## src/lsh_pkg.sv

```systemverilog
// Shared constants and types for the 3x3 Laplacian sharpen block.
package lsh_pkg;

    localparam int MAX_WIDTH  = 1024;
    localparam int HEIGHT_MAX = 1024;
    localparam int PIXEL_BITS = 8;
    localparam int COL_BITS   = $clog2(MAX_WIDTH);
    localparam int ROW_BITS   = $clog2(HEIGHT_MAX);
    localparam int DIM_BITS   = 11;
    localparam int CFG_IDX_BITS = 2;
    localparam int LINE_BITS  = 2 * PIXEL_BITS;
    localparam int SUM_BITS   = PIXEL_BITS + 4;

    localparam logic [CFG_IDX_BITS-1:0] CFG_FRAME_WIDTH  = CFG_IDX_BITS'(0);
    localparam logic [CFG_IDX_BITS-1:0] CFG_FRAME_HEIGHT = CFG_IDX_BITS'(1);

    localparam logic [DIM_BITS-1:0] WIDTH_RESET  = DIM_BITS'(640);
    localparam logic [DIM_BITS-1:0] HEIGHT_RESET = DIM_BITS'(480);
    localparam logic [DIM_BITS-1:0] DIM_MIN      = DIM_BITS'(3);

    // Position of one accepted pixel and what its result looks like.
    typedef struct packed {
        logic [COL_BITS-1:0] col;
        logic                emit;
        logic                border;
        logic                last;
    } pos_t;

endpackage

```

## src/lsh_window.sv

```systemverilog
// Window taps of the 3x3 neighborhood and the saturating sharpen sum.
module lsh_window (
    input  logic                             aclk,
    input  logic                             aresetn,
    input  logic                             shift,
    input  logic [lsh_pkg::PIXEL_BITS-1:0]   pix,
    input  logic [lsh_pkg::PIXEL_BITS-1:0]   line_a,
    input  logic [lsh_pkg::PIXEL_BITS-1:0]   line_b,
    output logic [lsh_pkg::PIXEL_BITS-1:0]   sharp
);
    import lsh_pkg::*;

    // Only the taps that feed the cross-shaped kernel are kept.
    logic [PIXEL_BITS-1:0] up_next_reg;
    logic [PIXEL_BITS-1:0] mid_reg, right_reg;
    logic [PIXEL_BITS-1:0] down_next_reg;
    logic signed [SUM_BITS-1:0] sum;

    always_ff @(posedge aclk) begin
        if (!aresetn) begin
            up_next_reg   <= '0;
            mid_reg       <= '0;
            right_reg     <= '0;
            down_next_reg <= '0;
        end else if (shift) begin
            up_next_reg   <= line_b;
            mid_reg       <= right_reg;
            right_reg     <= line_a;
            down_next_reg <= pix;
        end
    end

    // Computed on the window as it stands before this shift, plus the incoming line_a tap.
    always_comb begin
        sum = $signed({4'b0, right_reg} + ({4'b0, right_reg} << 2))
            - $signed({4'b0, up_next_reg}) - $signed({4'b0, down_next_reg})
            - $signed({4'b0, mid_reg}) - $signed({4'b0, line_a});
        if (sum[SUM_BITS-1]) begin
            sharp = '0;
        end else if (sum > $signed(SUM_BITS'((1 << PIXEL_BITS) - 1))) begin
            sharp = '1;
        end else begin
            sharp = sum[PIXEL_BITS-1:0];
        end
    end

endmodule
```

## config.mk

```make
export PLATFORM = sky130hd
export DESIGN_NAME = lsh_window
export DESIGN_NICKNAME = d
export VERILOG_FILES = /design/src/lsh_pkg.sv /design/src/lsh_window.sv
export SDC_FILE = /design/constraint.sdc
export NUM_CORES = 1
export LEC_CHECK = 0
export BUFFER_PORTS_ARGS = -buffer_cell sky130_fd_sc_hd__buf_2
export CORE_MARGIN = 5
export CORE_UTILIZATION = 50
export CTS_CLUSTER_SIZE = 40
export DETAILED_ROUTE_END_ITERATION = 8
export PLACE_DENSITY = 0.8
export SLEW_MARGIN = 20
export SYNTH_ARGS = -nofsm -noshare
export SYNTH_HDL_FRONTEND = slang
export SYNTH_SLANG_ARGS = --single-unit
```

## constraint.sdc

```tcl
create_clock -name aclk -period 3.63 [get_ports aclk]
set_input_delay 0.1815 -clock aclk [delete_from_list [all_inputs] [get_ports aclk]]
set_output_delay 0.1815 -clock aclk [all_outputs]
set_load 0.01 [all_outputs]
```

### After elaboration in Yosys (flattened, before gate mapping)

Index checks and enable logic that the tools add are counted.
Widths: inputs -> output; s select.

| word-level totals | value |
|---|---|
| flip-flop bits (word level) | 32 |
| output and inout port bits | 8 |
| logic and storage cells | 12 |

| cells by class | value |
|---|---|
| $add $sub $neg | 5 |
| order comparisons | 1 |
| muxes and demuxes | 2 |

Operator list:

| cell | number |
|---|---|
| $sub 12x9->12 | 3 |
| $mux 8 | 2 |
| $gt 12x9->1 const B | 1 |
| $sub 11x8->12 | 1 |
| $add 8x10->11 | 1 |

### Logic depth before layout (Yosys ltp)

| depth | value |
|---|---|
| word-level depth | 8 |
| depth in mapped cells | 14 |

### Worst setup path before layout

No wires, ideal clock.

| path | value |
|---|---|
| path type | reg-to-output |
| start | reg up_next_reg[1] |
| end | out sharp[0] (netlist name) |
| arrival time | 3.626 ns |
| data required time | 3.448 ns |
| path slack | -0.177 ns |
| stages on the path, launching flop included | 14 |
| buffers on the path | 0 |
| cell sequence | dfxtp_1 > inv_1 > fa_1 > fa_1 > inv_1 > fa_1 > inv_1 > fa_1 > a211oi_2 > o21ai_2 > a221oi_2 > xnor2_1 > nor3_4 > a21oi_1 |

| on the way | value |
|---|---|
| word-level cells in the longest chain between the ends | 7 |

RTL lines:

| what | line | source |
|---|---|---|
| from (decl) | lsh_window.sv:14 | `logic [PIXEL_BITS-1:0] up_next_reg;` |
| from (signal assigned) | lsh_window.sv:26 | `up_next_reg <= line_b;` |
| $sub 11x8->12 (*) | lsh_window.sv:36 | `- $signed({4'b0, up_next_reg}) - $signed({4'b0, down_next_reg})` |
| $sub 12x9->12 (*) | lsh_window.sv:36 |  |
| $sub 12x9->12 (*) (2 in series) | lsh_window.sv:37 | `- $signed({4'b0, mid_reg}) - $signed({4'b0, line_a});` |
| $gt 12x9->1 | lsh_window.sv:40 | `end else if (sum > $signed(SUM_BITS'((1 << PIXEL_BITS) - 1))) begin` |
| $mux 8 | lsh_window.sv:40 |  |
| $mux 8 (*) | lsh_window.sv:38 | `if (sum[SUM_BITS-1]) begin` |
| to (decl) | lsh_window.sv:9 | `output logic [lsh_pkg::PIXEL_BITS-1:0] sharp` |

Every way passes the cells marked *; elsewhere a longest branch is shown, timed or not.

### Final worst setup path

| path | value |
|---|---|
| start | reg up_next_reg[4] |
| end | out sharp[6] (netlist name) |

The elaborated chain is that of the path after synthesis.

==> reports/metrics.csv <==
metric,value,unit
syn_avg_cell_area,9.44,um^2
initialDrtViolationCount,31,
synth_fp_nets,350,
slew_viol_final,0,
worst_pin_slew,944,ps
cap_violations,0,
route.detailed.drc,0,
layout.cells.non_filler,413,
placedCellCount,401,
ys_top_cells_by_area,"dfxtp_1, fa_1, mux2i_1, inv_1, nor2b_1",
cts_num_sinks,32,
violations,negative setup slack,
finalCritPeriodShare,1.11,
antenna_found_initial,0,
area_delta_synth_final,27.5,%
detail-route-antenna-nets,0,
place.gp.congestion,0.764,
place_area,3150,um^2
leakage,1.61,nW
grt_use_met3,0.0521,
finalSetupViolations,8,
skew,2.20,ps
overflow,0,
layout_setup_ws,-415,ps
final_core_util,0.655,
required,3450,ps
yosysWarnings,0,
synth_top_cell_area_share,0.244,
gr-usage-met2,0.310,
layout.nets,414,
worstPathArrival,3860,ps
placementRows,26,
powerDensity,618,nW/um^2
r2r_cells,4,
synth.most_common_cell,inv_1,
hold_viol,0,
cts_root_buffer,clkbuf_8,
die_w,82.4,um
worstHoldPathType,primary input to flop,
ys_types,25,
use_met1,0.179,
synth_edf_count,0,
hold_buffers,0,
core_area,5110,um^2
rsz0062_at_grt,true,
ir_worst_vdd,0.000313,V
grt_pass1_vias,2103,
path_class,flop to output port,
cts_tree,done,
numCtsBuffers,5,
min_period,4050,ps
vias,1906,
hold_depth,3,
yosys.area.top_type,dfxtp_1,
synth_area,2620,um^2
stdcell_area,3340,um^2
via_per_inst,4.62,
wl_per_cell,11.5,um
clock_latency,290,ps
synthTopCellsByCount,"inv_1, mux2i_1, dfxtp_1, nor2b_1, fa_1",
dp_hpwl,3810,um
async_reset_ff_frac,0,
synth_cells,278,
grt.total_usage,0.167,
grt_pass1_wl,8680,um
grt_max_degree,33,
clockBufferDepth,2,
htree_levels,2,
slew-limit-headroom,0.370,
fmaxAchievable,247,MHz
io_buffers,34,
seq_area_frac_synth,0.244,
start_util,0.514,
path_clk_slew,60,ps
cp_max_fo,8,
timing.setup.tns,-3180,ps
crit_path_start_kind,flop,
synthFlopType,dfxtp_1,
synth.ff_latch_count,32,
num_antenna_cells,0,
routed_wl,4770,um
drtPass1Iterations,4,
outcome,"finished, violations left",
cp-end-kind,output port,
power,2.07,mW
num_io_pins,35,
final_layout_size_suffix_gt1_frac,0.324,
top_usage_layer,met2,
die_y,82.4,um
dieArea,6800,um^2
[worst paths after layout]
kind,start,endpoint,slack (ps)
worst min-delay path,line_b[5],up_next_reg[5],150
worst max register to register,right_reg[5],mid_reg[5],2700
worst max-delay path,up_next_reg[4],sharp[6],-420
worst min register to register,mid_reg[1],mid_reg[1],510
[power by group]
| group | switching (mW) | internal [mW] | total (mW) | leakage (nW) |
|---|---|---|---|---|
| combinational | 0.678 | 0.718 | 1.40 | 1.29 |
| sequential | 0.0133 | 0.372 | 0.385 | 0.269 |
| clock | 0.130 | 0.154 | 0.285 | 0.0455 |
[logic make-up after synthesis]
| logic type | Yosys count | share of synthesized area |
|---|---|---|
| compound gates | 30 | 0.0730 |
| xor+xnor | 11 | 0.0367 |
| fa+ha+maj | 45 | 0.300 |
| buf+inv | 85 | 0.123 |
| flops | 32 | 0.244 |
| mux | 33 | 0.126 |
| simple gates | 42 | 0.0968 |
[placed cells by master, fill, tap and decap left out]
| cell type | synthesis | routed |
|---|---|---|
| a211oi_2 | 1 | 1 |
| a21o_1 | 3 | 3 |
| a21oi_1 | 16 | 6 |
| a21oi_2 | 0 | 8 |
| a21oi_4 | 0 | 2 |
| a221oi_2 | 1 | 1 |
| a31oi_1 | 1 | 1 |
| buf_12 | 0 | 2 |
| buf_2 | 3 | 34 |
| buf_4 | 0 | 28 |
| clkbuf_1 | 4 | 2 |
| clkbuf_8 | 0 | 6 |
| dfxtp_1 | 32 | 18 |
| dfxtp_2 | 0 | 13 |
| dfxtp_4 | 0 | 1 |
| fa_1 | 30 | 28 |
| fa_2 | 0 | 2 |
| ha_1 | 15 | 9 |
| ha_4 | 0 | 6 |
| inv_1 | 78 | 73 |
| inv_2 | 0 | 5 |
| mux2i_1 | 33 | 33 |
| nand2_1 | 4 | 4 |
| nand3_1 | 3 | 3 |
| nor2_1 | 2 | 2 |
| nor2b_1 | 32 | 32 |
| nor3_4 | 1 | 1 |
| o211ai_1 | 2 | 2 |
| o21a_1 | 1 | 1 |
| o21ai_0 | 2 | 1 |
| o21ai_1 | 0 | 1 |
| o21ai_2 | 1 | 1 |
| o21bai_1 | 1 | 1 |
| o22ai_1 | 1 | 1 |
| xnor2_1 | 9 | 9 |
| xor2_1 | 2 | 2 |
[routing by layer]
layer	up-vias	share of wire
met4	0	0.019
li1	971	-
met5	-	0
met3	7	0.057
met2	34	0.52
met1	894	0.41
[per-stage QoR]
stage               hold WS, ps  setup slack, ps
finish                      150             -415
global route                145             -598
CTS                         139             -494
detailed placement          449             -328
global placement            438             -260
floorplan                   310             3.54
[worst max-delay path: stages (launching register included)]
cell	delay [ps]
dfxtp_2	330
inv_1	50
fa_1	510
fa_1	550
inv_1	50
fa_1	530
inv_2	50
ha_4	280
nand3_1	60
o211ai_1	270
a21oi_1	130
xnor2_1	290
nor3_4	80
buf_12	150
a21oi_2	110
buf_2	140
[cell type report]
class | instances | area, um^2
inverter | 78 | 293
fill | 421 | 1760
clock buffer | 8 | 90.1
tap | 70 | 87.6
sequential | 32 | 661
timing repair buffer | 64 | 420
multi-input combinational | 161 | 1790
[what timing repair did]
action,CTS,global route
hold endpoints to repair,0,0
endpoints found under the setup margin,8,8
gates resized for setup,10,13
setup buffers,2,3
pin swaps,16,25
No activity file was read; power rests on OpenSTA's default activity.
