<file path="config.mk">
export PLATFORM = sky130hd
export DESIGN_NAME = lsh_ctrl
export DESIGN_NICKNAME = d
export VERILOG_FILES = /design/src/lsh_pkg.sv /design/src/lsh_ctrl.sv
export SDC_FILE = /design/constraint.sdc
export NUM_CORES = 1
export LEC_CHECK = 0
export BUFFER_PORTS_ARGS = -buffer_cell sky130_fd_sc_hd__clkbuf_2
export CAP_MARGIN = 20
export CORE_UTILIZATION = 55
export DETAILED_ROUTE_END_ITERATION = 8
export PLACE_DENSITY = 0.77
export SLEW_MARGIN = 20
export SYNTH_ARGS = -nofsm -noshare
export SYNTH_HDL_FRONTEND = slang
export SYNTH_SLANG_ARGS = --single-unit
</file>
<file path="constraint.sdc">
create_clock -name aclk -period 14.45 [get_ports aclk]
set_input_delay 0 -clock aclk [delete_from_list [all_inputs] [get_ports aclk]]
set_output_delay 0 -clock aclk [all_outputs]
set_load 0.005 [all_outputs]
</file>
<file path="src/lsh_pkg.sv">
// Shared constants and types for the 3x3 Laplacian sharpen block.
package lsh_pkg;

    localparam int MAX_WIDTH  = 1024;
    localparam int HEIGHT_MAX = 1024;
    localparam int PIXEL_BITS = 8;
    localparam int COL_BITS   = $clog2(MAX_WIDTH);
    localparam int ROW_BITS   = $clog2(HEIGHT_MAX);
    localparam int DIM_BITS   = 11;
    localparam int CFG_IDX_BITS = 2;
    localparam int LINE_BITS  = 2 * PIXEL_BITS;
    localparam int SUM_BITS   = PIXEL_BITS + 4;

    localparam logic [CFG_IDX_BITS-1:0] CFG_FRAME_WIDTH  = CFG_IDX_BITS'(0);
    localparam logic [CFG_IDX_BITS-1:0] CFG_FRAME_HEIGHT = CFG_IDX_BITS'(1);

    localparam logic [DIM_BITS-1:0] WIDTH_RESET  = DIM_BITS'(640);
    localparam logic [DIM_BITS-1:0] HEIGHT_RESET = DIM_BITS'(480);
    localparam logic [DIM_BITS-1:0] DIM_MIN      = DIM_BITS'(3);

    // Position of one accepted pixel and what its result looks like.
    typedef struct packed {
        logic [COL_BITS-1:0] col;
        logic                emit;
        logic                border;
        logic                last;
    } pos_t;

endpackage

</file>
<file path="src/lsh_ctrl.sv">
// Frame geometry registers, raster counters and border/emit decode.
module lsh_ctrl (
    input  logic                                aclk,
    input  logic                                aresetn,
    input  logic                                cfg_valid,
    input  logic [lsh_pkg::CFG_IDX_BITS-1:0]    cfg_index,
    input  logic [lsh_pkg::DIM_BITS-1:0]        cfg_data,
    input  logic                                item_accept,
    output lsh_pkg::pos_t                       pos
);
    import lsh_pkg::*;

    logic [DIM_BITS-1:0] width_reg, width_next;
    logic [DIM_BITS-1:0] height_reg, height_next;
    logic [COL_BITS-1:0] col_reg, col_next;
    logic [ROW_BITS-1:0] row_reg, row_next;

    logic [DIM_BITS-1:0] w_eff, h_eff, w_m1, h_m1;
    logic [DIM_BITS-1:0] c, r, orow, ocol;
    logic                last;

    // Clamp the programmed geometry to the supported range.
    always_comb begin
        w_eff = width_reg;
        if (width_reg < DIM_MIN) begin
            w_eff = DIM_MIN;
        end else if (width_reg > DIM_BITS'(MAX_WIDTH)) begin
            w_eff = DIM_BITS'(MAX_WIDTH);
        end
        h_eff = height_reg;
        if (height_reg < DIM_MIN) begin
            h_eff = DIM_MIN;
        end else if (height_reg > DIM_BITS'(HEIGHT_MAX)) begin
            h_eff = DIM_BITS'(HEIGHT_MAX);
        end
        w_m1 = w_eff - DIM_BITS'(1);
        h_m1 = h_eff - DIM_BITS'(1);
    end

    // Output position trails the input by one line plus one pixel.
    always_comb begin
        c = DIM_BITS'(col_reg);
        r = DIM_BITS'(row_reg);
        if (c > w_m1) begin
            c = w_m1;
        end
        if (r > h_m1) begin
            r = h_m1;
        end
        if (c != '0) begin
            orow = r - DIM_BITS'(1);
            ocol = c - DIM_BITS'(1);
        end else begin
            orow = (r >= DIM_BITS'(2)) ? r - DIM_BITS'(2) : '0;
            ocol = w_m1;
        end
        last       = (r == h_m1) && (c == w_m1);
        pos.col    = c[COL_BITS-1:0];
        pos.emit   = (r >= DIM_BITS'(2)) || ((r == DIM_BITS'(1)) && (c != '0));
        pos.border = (orow == '0) || (orow == h_m1) || (ocol == '0) || (ocol == w_m1);
        pos.last   = last;
    end

    always_comb begin
        width_next  = width_reg;
        height_next = height_reg;
        col_next    = col_reg;
        row_next    = row_reg;
        if (cfg_valid) begin
            unique case (cfg_index)
                CFG_FRAME_WIDTH: begin
                    width_next = cfg_data;
                    col_next   = '0;
                    row_next   = '0;
                end
                CFG_FRAME_HEIGHT: begin
                    height_next = cfg_data;
                    col_next    = '0;
                    row_next    = '0;
                end
                default: begin
                end
            endcase
        end else if (item_accept) begin
            if (c == w_m1) begin
                col_next = '0;
                row_next = last ? '0 : ROW_BITS'(r + DIM_BITS'(1));
            end else begin
                col_next = COL_BITS'(c + DIM_BITS'(1));
                row_next = r[ROW_BITS-1:0];
            end
        end
    end

    always_ff @(posedge aclk) begin
        if (!aresetn) begin
            width_reg  <= WIDTH_RESET;
            height_reg <= HEIGHT_RESET;
            col_reg    <= '0;
            row_reg    <= '0;
        end else begin
            width_reg  <= width_next;
            height_reg <= height_next;
            col_reg    <= col_next;
            row_reg    <= row_next;
        end
    end

endmodule

</file>
* Yosys cells after proc, flatten, opt, wreduce, memory -nomap -nowiden
Cells that the tools add are included.
Storage, ports and cells: register bits 42, input bits 17, output and inout bits 13, word-level logic and storage cells 57
Cells by class: add/subtract/negate cells 7, magnitude comparators 7, equality and inequality tests 7, muxes and demuxes 17, reductions and logical operators 15
Operators by type and width (number):
- $mux 11 | 9
- $mux 10 | 8
- $eq 11x11->1 | 4
- $sub 11x1->11 const B | 4
- $gt 10x11->1 | 2
- $gt 11x11->1 const B | 2
- $logic_not 11->1 | 2
- $lt 11x2->1 const B | 2
- $add 10x1->10 const B | 2
- $eq 11x1->1 const B | 1
- $ge 11x2->1 const B | 1
- $reduce_bool 11->1 | 1
- $sub 11x2->11 const B | 1
- $reduce_and 2->1 | 3
- $logic_or 1x1->1 | 4
- $eq 2x1->1 const B | 1
- $logic_and 1x1->1 | 2
- $logic_not 2->1 | 1
- $ne 2x2->1 const B | 1
- $reduce_bool 2->1 | 1
- $reduce_or 2->1 | 1

* Depth between registers and ports, before layout
Gate-level depths: netlist of run 1.
depth in word-level cells 13, gate-level depth with buffers 33, depth with buffers taken out 28

* Worst setup path after synthesis of run 1
No wires, ideal clock.
kind flip-flop to output port, start point register height_reg[2], end point output port pos[1] in the netlist's numbering, arrival 7492 ps, required time 14450 ps, slack 6958 ps, cell stages (with the launch flop) 28, buffers on the path 3, cell sequence dfxtp_1 -> nor4_2 -> a21oi_1 -> nor2_1 -> inv_1 -> ha_1 -> clkbuf_1 -> nor2b_1 -> a31oi_1 -> o21a_1 -> clkbuf_1 -> clkinv_1 -> ha_1 -> a22o_1 -> o41ai_1 -> a21o_1 -> buf_1 -> nor2_1 -> a21oi_1 -> ha_1 -> inv_1 -> nor4_1 -> mux2i_1 -> nor4_1 -> a222oi_1 -> xnor2_1 -> or4_1 -> o41ai_2
RTL lines:
- start, declared | line lsh_ctrl.sv:14 | logic [DIM_BITS-1:0] height_reg, height_next;
- start signal, assigned | line lsh_ctrl.sv:103 | height_reg <= height_next;
- end, declared | line lsh_ctrl.sv:9 | output lsh_pkg::pos_t pos

==> reports/qor.yml, run 1 <==
status: "finished clean"
cpLargestDelayFamily: "compound AO/OA/AOI/OAI gates"
peakVddDrop_v: 0.0000423
io_buffers: 29
placed_area_mm2: 0.00544
power_frac_comb_pct: 32.3
clock_path_buffers: 2
vias_per_cell: 6.48
drtAntennaViolNets: 0
htree_levels: 2
final_area_mm2: 0.00567
synthCells: 732
power_uw: 325
clock_sinks: 42
critPathMaxFanout: 22
crit_top_cell: "ha_1"
drtIter0Drc: 417
grt_pass1_wl_mm: 27.2
critical_path_required_ps: 14450
die_height_um: 99.6
post_cts_buffers: 0
critPathLaunchType: "register"
first_pass_iters: 6
slowest_stage: "nor4_1"
stdcell_count: 876
area_growth_pct: 8.07
nets: 794
yosysWarnings: 0
die_w_um: 99.6
wl_mm: 16.5
insertedDiodeCount: 0
power_leakage_uw: 0.00226
arrival_ps: 9670
dieArea_mm2: 0.00993
maxCapViolCount: 0
path_buf_inv: 4
drc_errors: 0
drive_gt1_share_pct: 8.57
synthesis.area_mm2: 0.00524
drv_slew: 0
place_inst: 857
switchingPower_uw: 114
layout_commonest_cell: "nand2_1"
pin_count: 30
synth_area_leaders: "dfxtp_1, xnor2_1, ha_1"
layout_common_cells: "nand2_1, xnor2_1, nor2_1, dfxtp_1, nand3_1"
place_hpwl_mm: 12.3
p_clk_share_pct: 29.9
synthArstFlopShare_pct: 0
rsz0062_at_grt: "no"
finClkSkew_ps: 9.51
p_per_area_mw_per_mm2: 57.3
p_int_uw: 211
period_needed_ps: 9670
core_area_mm2: 0.00924
finalSetupTns_ps: 0
cts_buffers: 5
pwr-share-seq_pct: 37.8
initial_core_util_pct: 56.7
synth_top_area_share_pct: 16.0
grt_overflow_total: 0
worst_hold_path_type: "input port to register"
min_period_over_period_pct: 66.9
synth_flop_cell: "dfxtp_1"
grt.total_usage_pct: 34.0
antenna_found_initial: 0
tightest_slew_ps: 1090
hold_violations: 0
yosysSeqAreaShare_pct: 16.0
root_buffer: "clkbuf_8"
hold_buffers: 11
n_fill_cell: 884
gp_congestion: 1.02
pre_cts_ws_ps: 5340
rows: 35
postSynthNetCount: 780
cpPeakStageDelay_ps: 950
clk_pin_slew_ps: 80
fmax_mhz: 103
postCtsResizedCells: 0
critPathKind: "register to output pin"
setup_slack_ps: 4780
avgSynthCellArea_um2: 7.16
ys_types: 75
yosys.area.top_type: "dfxtp_1"
vias: 5675
clock_latency_ps: 300
grt_max_degree: 44
wl_per_cell_um: 18.8
sw_frac_of_total_pct: 35.0
synth-seq-cells: 42
grt_pass1_vias: 5454
setup_viol: 0
endpoint_kind: "output pin"
slew_headroom_pct: 26.5
synth_enable_flop_cells: 0
cts_tree: "done"
-- worst paths after layout --
kind / end / slack, ps / from / cells past startpoint
min reg2reg: height_reg[9] / 500 / height_reg[9] / 2
max reg2reg: row_reg[8] / 7120 / height_reg[2] / 18
min: row_reg[1] / 130 / cfg_valid / 4
max: pos[1] / 4780 / height_reg[2] / 25
-- layer usage --
layer  up-vias  wire [um]  track usage [%]
met5         -          0                0
met4         0        830             19.5
met2       271       7870             58.0
met3        67       1050             3.87
met1      2634       6700             41.5
li1       2703          -                -
-- cell type report --
cell class              instances  area (um2)  share of cell area, %
multi-input cells             613        4100                   72.4
flip-flops and latches         42         841                   14.8
repair buffers                 48         315                   5.57
well taps                     129         161                   2.85
inverters                      36         135                   2.39
clock buffers                   5        68.8                   1.21
clock inverters                 3        43.8                  0.773
-- kinds of logic (layout without fill, tap and decap cells) --
logic type	Yosys count	after routing	share of synthesized area [%]
AO/OA/AOI/OAI	187	187	25.1
AND/OR/NAND/NOR	302	302	29.4
flip-flops	42	42	16.0
multiplexers	22	22	4.32
adder cells (fa/ha/maj)	31	31	7.40
XOR/XNOR	71	71	11.9
buffers and inverters	77	92	5.90
-- power by group through the flow --
stage / Combinational [uW] / Sequential, uW / Clock, uW
after floorplan: 74.5 / 123 / 0
after global placement: 97.9 / 125 / 0
after detailed placement: 99.2 / 125 / 0
after CTS: 102 / 123 / 98.9
after global routing: 113 / 123 / 103
final: 105 / 123 / 97.2
-- per-stage QoR --
step / hold WS [ps] / util, %
3_5_place_dp: 250 / 58.9
5_1_grt: 150 / 61.3
3_3_place_gp: 250 / 58.9
6_report: 126 / 61.3
2_1_floorplan: 124 / -
4_1_cts: 124 / 61.3
-- cell usage after synthesis, types with 17 or more instances --
cell type and count:
o21ai_0 27, mux2i_1 17, ha_1 31, a21oi_1 33, a21boi_0 20, nor3_1 33, clkbuf_1 35, inv_1 31
nor2b_1 32, dfxtp_1 42, nand3_1 34, xnor2_1 55, nand2_1 83, nor2_1 46, a22oi_1 21
-- worst min-delay path, cell delays in order --
cell and delay (ps):
clkbuf_2 100, nor2b_1 60, a22oi_1 150, nor2b_1 70
No activity file was read; power rests on OpenSTA's default activity.
==> run 2: changes to the inputs <==
- clock period: 14.45 -> 10.1 ns (I/O delays scaled with it)
==> run 2 against run 1 <==
  * Die area unchanged
  * Clock-buffer cell count did not move
  * Total power rose by 37%
  * First-iteration DRC count rose by 3.4%
  * Clock skew decreased by 6.3 ps
  * Worst hold slack lost 27 ps
  * Final area about the same
  * Via count is 0.86% higher
==> reports/qor.yml, run 2 (same netlist as run 1, synthesis figures left out) <==
critPathMaxFanout: 22
die_w_um: 99.6
wl_per_cell_um: 19.1
drtIter0Drc: 431
pre_cts_ws_ps: 1440
slew_headroom_pct: 32.6
post_cts_buffers: 0
gp_congestion: 0.995
min_period_over_period_pct: 91.1
clock_path_buffers: 2
hold_buffers: 11
cpPeakStageDelay_ps: 800
area_growth_pct: 8.14
critPathKind: "register to output pin"
status: "finished clean"
clock_sinks: 42
gr-usage-met3_pct: 3.79
endpoint_kind: "output pin"
layout_common_cells: "nand2_1, xnor2_1, nor2_1, dfxtp_1, nand3_1"
worst_hold_path_type: "input port to register"
finClkSkew_ps: 3.23
globalRouteMet1Util_pct: 41.5
root_buffer: "clkbuf_8"
place_hpwl_mm: 12.4
p_per_area_mw_per_mm2: 78.4
grt.total_usage_pct: 34.6
drive_gt1_share_pct: 8.93
cts_buffers: 5
rsz0062_at_grt: "no"
drv_slew: 0
arrival_ps: 9200
dieArea_mm2: 0.00993
stdcell_count: 879
clk_pin_slew_ps: 90
pin_count: 30
antenna_found_initial: 0
drtAntennaViolNets: 0
grt_overflow_total: 0
slowest_stage: "nor4_1"
rows: 35
setup_slack_ps: 901
hold_violations: 0
tightest_slew_ps: 1000
vias: 5724
grt_pass1_vias: 5470
timing.reg2reg.setup_slack_ps: 2950
nets: 797
layout_commonest_cell: "nand2_1"
drc_errors: 0
finalSetupTns_ps: 0
die_height_um: 99.6
vias_per_cell: 6.51
wl_mm: 16.8
power_uw: 445
critical_path_required_ps: 10100
clock_latency_ps: 310
critPathLaunchType: "register"
cts_tree: "done"
crit_top_cell: "ha_1"
n_fill_cell: 855
power_leakage_uw: 0.00226
first_pass_iters: 5
peakVddDrop_v: 0.0000735
period_needed_ps: 9200
maxCapViolCount: 0
setup_viol: 0
htree_levels: 2
grt_pass1_wl_mm: 27.5
busiest_layer: "met2"
initial_core_util_pct: 56.7
io_buffers: 29
grt_max_degree: 44
fmax_mhz: 109
met2_usage_pct: 59.6
place_inst: 860
insertedDiodeCount: 0
core_area_mm2: 0.00924
postCtsResizedCells: 0
## run 2: changes by cell type in the layout (fill, tap and decap cells not counted)
| cell | change |
|---|---|
| clkinvlp_4 | +1 |
| clkinv_2 | -1 |
| clkinv_4 | +1 |
| buf_4 | +3 |
| bufinv_16 | -1 |
## run 2: where the power goes
part / switching, uW / internal (uW) / total [uW]
clock: 68.8 / 50.0 / 119
sequential: 6.45 / 169 / 176
combinational: 91.6 / 58.7 / 150
## run 2: area by class of cell
type                            count  area [um2]  share of cell area [%]
Clock buffer                        5        68.8                    1.21
Clock inverter                      3        25.0                   0.441
Inverter                           36         135                    2.38
Multi-Input combinational cell    613        4100                    72.3
Sequential cell                    42         841                    14.8
Tap cell                          129         161                    2.85
Timing Repair Buffer               51         338                    5.96
## run 2: worst paths after layout
check           startpoint  cells after the start      endpoint
max          height_reg[2]                     26        pos[1]
min              cfg_valid                      4    row_reg[1]
max reg2reg  height_reg[2]                     21    row_reg[9]
min reg2reg   width_reg[9]                      2  width_reg[9]
## run 2: per-stage QoR
step                      area, um2  hold slack [ps]  util (%)
after floorplan                5240              124         -
after global placement         5470              243      59.1
after detailed placement       5470              248      59.1
after CTS                      5670              102      61.4
after global routing           5670              119      61.4
final                          5670             98.7      61.4
## run 2: critical path: cells and delay by family (launching register included)
| kind | cells | cell delay [ps] |
|---|---|---|
| and+or+nand+nor | 7 | 3010 |
| AOI/OAI and AO/OA | 9 | 2870 |
| buffers and inverters | 5 | 1120 |
| adders and majority gates | 3 | 1100 |
| DFF | 1 | 370 |
| muxes | 1 | 210 |
| xor gates and xnor gates | 1 | 180 |
## run 2: layer usage
metal / vias up / wire (um)
met5: - / 0
met4: 0 / 974
met3: 70 / 1040
met2: 253 / 7900
met1: 2687 / 6860
li1: 2714 / -
==> run 3: changes to the inputs <==
- clock period: 10.1 -> 10.25 ns (I/O delays scaled with it)
==> run 3 against run 2 <==
  * Global-route usage fell by 0.79 points
  * Die area did not move
  * Worst hold slack improved by 28 ps
  * First-iteration DRC count fell by 2.8%
  * Sequential power barely moved
  * Via count fell by 1.6%
  * Worst setup slack improved by 330 ps
  * Utilization barely moved
==> reports/qor.yml, run 3 (same netlist as run 1, synthesis figures left out) <==
pre_cts_ws_ps: 1450
setup_slack_ps: 1230
pwr-share-seq_pct: 37.8
timing.reg2reg.setup_slack_ps: 3100
holdPathStages: 4
switchingPower_uw: 161
io_buffers: 29
cpPeakStageDelay_ps: 810
crit_top_cell: "ha_1"
min_period_over_period_pct: 88.0
cts_tree: "done"
critPathLaunchType: "register"
reg2reg_from: "height_reg[2]"
grt.total_usage_pct: 33.8
drive_gt1_share_pct: 8.70
placed_area_mm2: 0.00544
final_area_mm2: 0.00567
p_clk_share_pct: 30.1
hold_violations: 0
period_needed_ps: 9020
wl_per_cell_um: 18.9
power_leakage_uw: 0.00226
crit-reg2reg-capture: "row_reg[9]"
n_fill_cell: 827
gp_congestion: 0.994
nets: 794
layout_commonest_cell: "nand2_1"
htree_levels: 2
multi_input_area_mm2: 0.00411
die_height_um: 99.6
grt_max_degree: 44
drv_slew: 0
root_buffer: "clkbuf_8"
power_uw: 458
grt_pass1_wl_mm: 26.8
endpoint_kind: "output pin"
critical_path_required_ps: 10250
wl_mm: 16.6
rsz0062_at_grt: "no"
clock_path_buffers: 2
critPathMaxFanout: 22
maxCapViolCount: 0
post_cts_buffers: 0
clock_sinks: 42
rows: 35
fmax_mhz: 111
pin_count: 30
arrival_ps: 9020
clk_pin_slew_ps: 90
critPathKind: "register to output pin"
drc_errors: 0
stdcell_count: 876
p_per_area_mw_per_mm2: 80.8
insertedDiodeCount: 0
vias: 5631
initial_core_util_pct: 56.7
clock_latency_ps: 300
finClkSkew_ps: 4.94
drtIter0Drc: 419
finalSetupTns_ps: 0
place_hpwl_mm: 12.2
die_w_um: 99.6
power_frac_comb_pct: 32.2
peakVddDrop_v: 0.0000842
grt_pass1_vias: 5406
layout_common_cells: "nand2_1, xnor2_1, nor2_1, dfxtp_1, nand3_1"
p_int_uw: 298
grt_overflow_total: 0
vias_per_cell: 6.43
status: "finished clean"
holdPathEnd: "row_reg[1]"
tightest_slew_ps: 971
cts_buffers: 5
setup_viol: 0
slowest_stage: "o41ai_1"
area_growth_pct: 8.19
drtAntennaViolNets: 0
core_area_mm2: 0.00924
hold_start: "cfg_valid"
r2r_cells: 21
worst_hold_path_type: "input port to register"
slew_headroom_pct: 34.4
dieArea_mm2: 0.00993
antenna_found_initial: 0
ff_latch_area_um2: 841
sw_frac_of_total_pct: 35.1
place_inst: 857
first_pass_iters: 5
-- run 3: power by group through the flow --
stage | Clock, uW | Sequential (uW) | Combinational [uW]
3_5_place_dp | 0 | 177 | 139
6_report | 138 | 173 | 147
4_1_cts | 139 | 173 | 144
5_1_grt | 145 | 174 | 160
3_3_place_gp | 0 | 176 | 138
2_1_floorplan | 0 | 174 | 105
-- run 3: final cells by class --
class                           instances  share of cell area (%)
Multi-Input combinational cell        613                    72.4
Sequential cell                        42                    14.8
Timing Repair Buffer                   48                    5.56
Tap cell                              129                    2.85
Inverter                               36                    2.38
Clock buffer                            5                    1.21
Clock inverter                          3                   0.772
-- run 3: stage by stage --
| stage | hold WS, ps | util [%] |
|---|---|---|
| 2_1_floorplan | 124 | - |
| 3_3_place_gp | 250 | 58.9 |
| 3_5_place_dp | 254 | 58.9 |
| 4_1_cts | 113 | 61.3 |
| 5_1_grt | 149 | 61.4 |
| 6_report | 126 | 61.4 |
-- run 3: how the worst max path moves through the flow --
stage	startpoint	endpoint	slack, ps	depth (start not counted)
2_1_floorplan	height_reg[2]	pos[1]	2760	27
3_3_place_gp	height_reg[2]	pos[1]	1770	26
3_5_place_dp	height_reg[2]	pos[1]	1450	26
4_1_cts	height_reg[2]	pos[1]	1050	26
5_1_grt	height_reg[2]	pos[1]	360	26
6_report	height_reg[2]	pos[1]	1230	26
-- run 3: timing repair --
item,4_1_cts,5_1_grt
hold endpoints to repair,22,0
endpoints found under the setup margin,0,1
hold buffers,11,0
gates resized for setup,0,1
-- run 3: per-layer routing --
| layer | global-route usage (%) | wire length (um) | vias up | share of wire (%) |
|---|---|---|---|---|
| met3 | 3.16 | 1000 | 58 | 6.1 |
| li1 | - | - | 2696 | - |
| met2 | 59.0 | 7980 | 261 | 48 |
| met5 | 0 | 0 | - | 0 |
| met1 | 40.0 | 6650 | 2616 | 40 |
| met4 | 21.2 | 932 | 0 | 5.6 |
-- run 3: critical path: cells and delay by family, from the launching register on --
family	cells	cell delay, ps
AO/OA/AOI/OAI	9	2870
AND/OR/NAND/NOR	7	2830
buffers and inverters	5	1110
adder cells (fa/ha/maj)	3	1110
flip-flops	1	370
multiplexers	1	230
XOR/XNOR	1	160
